File: src/rtl/ndim_histogram_binner_defines.svh
// Assertion macros used by the histogram binner controller.
// Depends on nothing; included by files that assert.
`ifndef NDIM_HISTOGRAM_BINNER_DEFINES_SVH
`define NDIM_HISTOGRAM_BINNER_DEFINES_SVH

`define NHB_ASSERT_IMPL(label, clk, rstn, ante, cons, msg) \
    label: assert property (@(posedge clk) disable iff (!rstn) (ante) |-> (cons)) \
        else $error(msg);

`define NHB_ASSERT_NEXT(label, clk, rstn, ante, cons, msg) \
    label: assert property (@(posedge clk) disable iff (!rstn) (ante) |=> (cons)) \
        else $error(msg);

`endif

File: src/rtl/nhb_pkg.sv
// Types and constants of the histogram binner.
// Depends on nothing.
package nhb_pkg;

    localparam int unsigned CELL_AW = 12;
    localparam int unsigned CELLS = 4096;
    localparam int unsigned DIV_STEPS = 32;

    localparam logic [1:0] CMD_ADD = 2'd0;
    localparam logic [1:0] CMD_READ = 2'd1;
    localparam logic [1:0] CMD_CLEAR = 2'd2;
    localparam logic [1:0] CMD_NOP = 2'd3;

    localparam logic [2:0] REG_MIN_X = 3'd0;
    localparam logic [2:0] REG_MIN_Y = 3'd1;
    localparam logic [2:0] REG_MIN_Z = 3'd2;
    localparam logic [2:0] REG_WIDTH_X = 3'd3;
    localparam logic [2:0] REG_WIDTH_Y = 3'd4;
    localparam logic [2:0] REG_WIDTH_Z = 3'd5;

    typedef struct packed {
        logic [1:0] cmd;
        logic signed [31:0] coord_x;
        logic signed [31:0] coord_y;
        logic signed [31:0] coord_z;
        logic [15:0] weight;
        logic [3:0] sel_x;
        logic [3:0] sel_y;
        logic [3:0] sel_z;
    } in_item_t;

    typedef struct packed {
        logic [3:0] out_bucket_x;
        logic [3:0] out_bucket_y;
        logic [3:0] out_bucket_z;
        logic [31:0] cell_count;
        logic [47:0] total_count;
    } out_item_t;

    typedef enum logic [2:0] {
        ST_CLEAR,
        ST_IDLE,
        ST_DIV,
        ST_READ,
        ST_WAIT,
        ST_WRITE,
        ST_OUT
    } state_t;

    typedef struct packed {
        logic load;
        logic clr_step;
        logic div_step;
        logic mem_read;
        logic mem_write;
        logic out_load;
        logic total_clear;
    } ctrl_cmd_t;

    typedef struct packed {
        logic clr_done;
        logic div_done;
        logic is_add;
        logic is_clear;
        logic is_nop;
    } ctrl_stat_t;

endpackage

File: src/rtl/nhb_ctrl.sv
// Controller state machine of the histogram binner.
// Depends on nhb_pkg and ndim_histogram_binner_defines.svh.
`include "ndim_histogram_binner_defines.svh"
module nhb_ctrl (
    input  logic aclk,
    input  logic aresetn,
    input  logic s_valid,
    output logic s_ready,
    input  logic m_valid,
    input  logic m_ready,
    input  nhb_pkg::ctrl_stat_t stat,
    output nhb_pkg::ctrl_cmd_t cmd
);
    nhb_pkg::state_t state_reg, state_next;

    always_ff @(posedge aclk) begin
        if (!aresetn) begin
            state_reg <= nhb_pkg::ST_CLEAR;
        end else begin
            state_reg <= state_next;
        end
    end

    always_comb begin
        state_next = state_reg;
        cmd = '0;
        s_ready = 1'b0;
        case (state_reg)
            nhb_pkg::ST_CLEAR: begin
                cmd.clr_step = 1'b1;
                if (stat.clr_done) begin
                    state_next = stat.is_clear ? nhb_pkg::ST_OUT : nhb_pkg::ST_IDLE;
                end
            end
            nhb_pkg::ST_IDLE: begin
                s_ready = !m_valid || m_ready;
                if (s_valid && s_ready) begin
                    cmd.load = 1'b1;
                    state_next = nhb_pkg::ST_DIV;
                end
            end
            nhb_pkg::ST_DIV: begin
                if (stat.is_clear) begin
                    cmd.total_clear = 1'b1;
                    state_next = nhb_pkg::ST_CLEAR;
                end else if (stat.is_nop) begin
                    state_next = nhb_pkg::ST_OUT;
                end else if (!stat.is_add) begin
                    state_next = nhb_pkg::ST_READ;
                end else if (stat.div_done) begin
                    state_next = nhb_pkg::ST_READ;
                end else begin
                    cmd.div_step = 1'b1;
                end
            end
            nhb_pkg::ST_READ: begin
                cmd.mem_read = 1'b1;
                state_next = nhb_pkg::ST_WAIT;
            end
            nhb_pkg::ST_WAIT: begin
                state_next = stat.is_add ? nhb_pkg::ST_WRITE : nhb_pkg::ST_OUT;
            end
            nhb_pkg::ST_WRITE: begin
                cmd.mem_write = 1'b1;
                state_next = nhb_pkg::ST_OUT;
            end
            nhb_pkg::ST_OUT: begin
                if (!m_valid || m_ready) begin
                    cmd.out_load = 1'b1;
                    state_next = nhb_pkg::ST_IDLE;
                end
            end
            default: begin
                state_next = nhb_pkg::ST_CLEAR;
            end
        endcase
    end

    `NHB_ASSERT_IMPL(a_ready_idle, aclk, aresetn, s_ready, state_reg == nhb_pkg::ST_IDLE, "ready outside idle")
    `NHB_ASSERT_IMPL(a_write_add, aclk, aresetn, cmd.mem_write, stat.is_add, "write without add")
    `NHB_ASSERT_NEXT(a_load_div, aclk, aresetn, cmd.load, state_reg == nhb_pkg::ST_DIV, "load not followed by binning")
endmodule

File: config.mk
export PLATFORM = sky130hd
export DESIGN_NAME = nhb_ctrl
export DESIGN_NICKNAME = d
export VERILOG_FILES = /design/src/rtl/nhb_pkg.sv /design/src/rtl/nhb_ctrl.sv
export VERILOG_INCLUDE_DIRS = /design/src /design/src/rtl
export SDC_FILE = /design/constraint.sdc
export NUM_CORES = 1
export LEC_CHECK = 0
export BUFFER_PORTS_ARGS = -buffer_cell sky130_fd_sc_hd__buf_2
export CORE_AREA = 2 2 39 41
export CTS_CLUSTER_SIZE = 25
export DETAILED_ROUTE_END_ITERATION = 10
export DIE_AREA = 0 0 41 43
export SLEW_MARGIN = 30
export SYNTH_ARGS = -nofsm -noshare
export SYNTH_HDL_FRONTEND = slang
export SYNTH_SLANG_ARGS = --single-unit
File: constraint.sdc
create_clock -name aclk -period 1.8 [get_ports aclk]
set_input_delay 0.27 -clock aclk [delete_from_list [all_inputs] [get_ports aclk]]
set_output_delay 0.27 -clock aclk [all_outputs]
set_load 0.1 [all_outputs]
# After elaboration in Yosys (flattened, before gate mapping)
# Index checks and enable logic that the tools add are counted.
# word_totals
reg_bits,3
in_bits,10
output_inout_bits,8
wordCells,41
# classes
n_eq_ne,10
n_mux,25
n_reduce_logical,5
# ops
operator,count
$mux 3,8
$pmux 3 s7,1
$mux 1,15
$eq 3x3->1 const B,3
$eq 3x2->1 const B,2
$ne 2x2->1 const B,3
$ne 5x5->1 const B,1
$reduce_and 4->1,1
$eq 3x1->1 const B,1
$logic_not 3->1,1
$mux 2,1
$logic_and 1x1->1,1
$logic_not 1->1,1
$logic_or 1x1->1,1

# Longest topological paths before layout
# depth
word_depth,5
depth_mapped,6

# Least setup slack after synthesis
# OpenSTA, ideal clock, no wires.
# synth_path
kind,reg-to-output
start,register state_reg[2]
end,output cmd[6] in the netlist's numbering
t_arrival_ps,2978
required_ps,1530
slack_ps,-1448
path_stages_with_launch,5
n_path_buf,1
path_cell_list,dfxtp_1 > buf_2 > or3b_1 > nor2_1 > and2_1
# synth_lines
element,line_no,text
start: declaration,nhb_ctrl.sv:14,"nhb_pkg::state_t state_reg, state_next;"
start signal: assignment,nhb_ctrl.sv:18,state_reg <= nhb_pkg::ST_CLEAR;
start signal: assignment,nhb_ctrl.sv:20,state_reg <= state_next;
end: declaration,nhb_ctrl.sv:12,output nhb_pkg::ctrl_cmd_t cmd

==> results.cfg <==
[synth]
postSynthCellCount = 46
yosysSeqAreaShare_pct = 18.46
avgSynthCellArea_um2 = 7.072
synth_top_cell_by_area = dfxtp_1
synth_seq_cells = 3
synth_nets = 56
synth_warnings = 0
synth_area_leaders = dfxtp_1 (18%), a21oi_1 (6.2%), nor2b_1 (5.8%)
synthDistinctLibCells = 27
synth_top_area_share_pct = 18.46
netlist_area_um2 = 325.3

[place]
portBuffers = 17
dp_hpwl_um = 690.4
place_ws_ps = 104.9
gp_congestion = 0.7756

[pwr]
ir_worst_vdd_v = 0.0008008
power_w = 0.001193
p_leak_nw = 0.2621
power.density_nw_per_um2 = 1918

[drt]
wl_per_cell_um = 10.57
drt-initial-drc-count = 2
drtAntennaViolNets = 0
postRouteWirelength_um = 877
vias = 402
drc_errors = 0
first_pass_iters = 4
via_per_inst = 4.843

[cts]
clk_pin_slew_worst_paths_ps = 40
hold_buffers = 0
cts-root-buf = clkbuf_4
htree_levels = 1
max-clock-path-buffers = 2
cts_tree = yes
cts.sinks = 3
insertion_delay_ps = 240
cts_buffers = 3

[worst_hold_path]
min_delay_worst_endpoint = state_reg[0]$_SDFFE_PN0P_
worstHoldPathType = input pin to flip-flop
hold_depth = 3
min_from = aresetn

[critical_path]
cp_num_buf_inv = 1
cp-start-kind = flip-flop
critPathArrivalTime_ps = 1470
crit_family = simple AND/OR/NAND/NOR gates
cp-end-kind = output port
slowest_stage = or3b_4
path_max_fanout = 6
cp_cell_sequence = or3b_4 -> nor2_4 -> and2_4 -> buf_12
reg2reg_slack_ps = 380
timing.rr.end = state_reg[0]$_SDFFE_PN0P_
cp.required_ps = 1530
critPathKind = flip-flop to output port
rr_worst_depth = 4
r2r_start = state_reg[2]$_SDFFE_PN0P_
critPathMaxStageDelay_ps = 410

[die]
start_util_pct = 23.51
die_w_um = 41
core-area_um2 = 1384
pin_count = 18
die_height_um = 43
die-area_um2 = 1763
row_count = 14

[cells_and_area]
drive_gt1_share_pct = 53.73
largest_reg_flops = 3
fill_cells = 142
final_common_cell = buf_2
area_growth_pct = 91.15
fin_nets = 78
antennaDiodeCount = 0
layout_common_cells = buf_2 (10), buf_12 (7), nand2_1 (4), a21oi_1 (4)

[sta]
fin_setup_tns_ps = 0
finalSetupViolCount = 0
rsz0062_at_grt = no
fin_skew_ps = 7.756
worst_slack_ps = 61.54
final-hold-violation-count = 0
max_freq_ghz = 0.5752
finalCriticalPeriod_ps = 1738
tightest_slew_ps = 485.0
finalCritPeriodShare_pct = 96.58
slew_headroom_pct = 67.89
slew_violations = 0

[grt]
grt_max_degree = 16
overflow = 0
grtUsageTotal_pct = 11.41
grt_pass1_vias = 363
antenna_found_initial = 0
grt_first_pass_wirelength_um = 1414

[job]
maxCapViolCount = 0

[run_status]
status = finished clean
routing by layer:
layer	wire [um]	up-vias	track usage [%]
li1	-	210	-
met4	0	0	4.000
met2	447	16	20.31
met1	371	176	12.74
met3	58	0	1.571
met5	0	-	0
worst max path at each step:
| stage | from | endpoint | slack (ps) | cells after the start |
|---|---|---|---|---|
| after global placement | stat[1] | cmd[4] | 120 | 4 |
| after CTS | state_reg[1]$_SDFFE_PN0P_ | cmd[4] | 30 | 3 |
| after floorplan | stat[1] | state_reg[1]$_SDFFE_PN0P_ | -340 | 4 |
| after global routing | state_reg[0]$_SDFFE_PN0P_ | cmd[6] | 20 | 4 |
| after detailed placement | stat[1] | cmd[4] | 100 | 4 |
| final | state_reg[0]$_SDFFE_PN0P_ | cmd[6] | 60 | 4 |
worst register-to-register path, delay by kind of cell (launching register included):
kind                   cells  cell delay, ps
buffers and inverters      1             200
AOI/OAI and AO/OA          3             800
DFF                        1             320
where the power goes:
part	switching (W)	internal [W]	total [W]	leakage [nW]
logic	0.000595	0.000332	0.000927	0.222
clock network	0.0000392	0.0000833	0.000122	0.0150
registers	0.0000422	0.000101	0.000143	0.0251
total	0.000676	0.000517	0.00119	0.262
area by class of cell:
| class | instances | area [um2] | share of cell area, % |
|---|---|---|---|
| Sequential cell | 3 | 61.31 | 9.859 |
| Tap cell | 16 | 20.02 | 3.219 |
| Inverter | 2 | 7.507 | 1.207 |
| Multi-Input combinational cell | 38 | 294.0 | 47.28 |
| Clock buffer | 4 | 26.28 | 4.225 |
| Timing Repair Buffer | 20 | 212.7 | 34.21 |
what timing repair did:
item / 4_1_cts / 5_1_grt
gates resized for setup: 1 / 2
buffers inserted: 0 / 0
hold endpoints to repair: 0 / 0
endpoints found under the setup margin: 1 / 1
cell families (layout without fill, tap and decap cells):
logic type / count (synthesis) / after routing / share of synthesized area [%]
AO/OA/AOI/OAI: 13 / 13 / 28.08
buffers and inverters: 5 / 26 / 6.154
flip-flops: 3 / 3 / 18.46
multiplexers: 1 / 1 / 3.077
AND/OR/NAND/NOR: 24 / 24 / 44.23
metrics by stage:
stage	std cells	hold WS, ps	instance area, um2	utilization, %
after floorplan	46	378.5	372.9	-
after global placement	79	541.9	589.3	42.59
after detailed placement	79	543.4	589.3	42.59
after CTS	83	308.1	616.8	44.57
after global routing	83	339.6	621.8	44.94
final	83	310.5	621.8	44.94
Yosys cell counts (all sizes together):
cell / n
nor3b: 2
and2: 1
o21ai: 2
nor2b: 3
a22o: 1
o31ai: 2
clkbuf: 2
inv: 2
buf: 1
a21oi: 4
nand2: 4
nor3: 2
a211o: 1
nand4: 1
nor2: 4
or3b: 1
and3b: 1
nand3: 1
dfxtp: 3
a31o: 1
a2bb2oi: 1
o221ai: 1
and3: 1
mux2i: 1
or4b: 1
nand2b: 2
No activity file was read; power rests on OpenSTA's default activity.
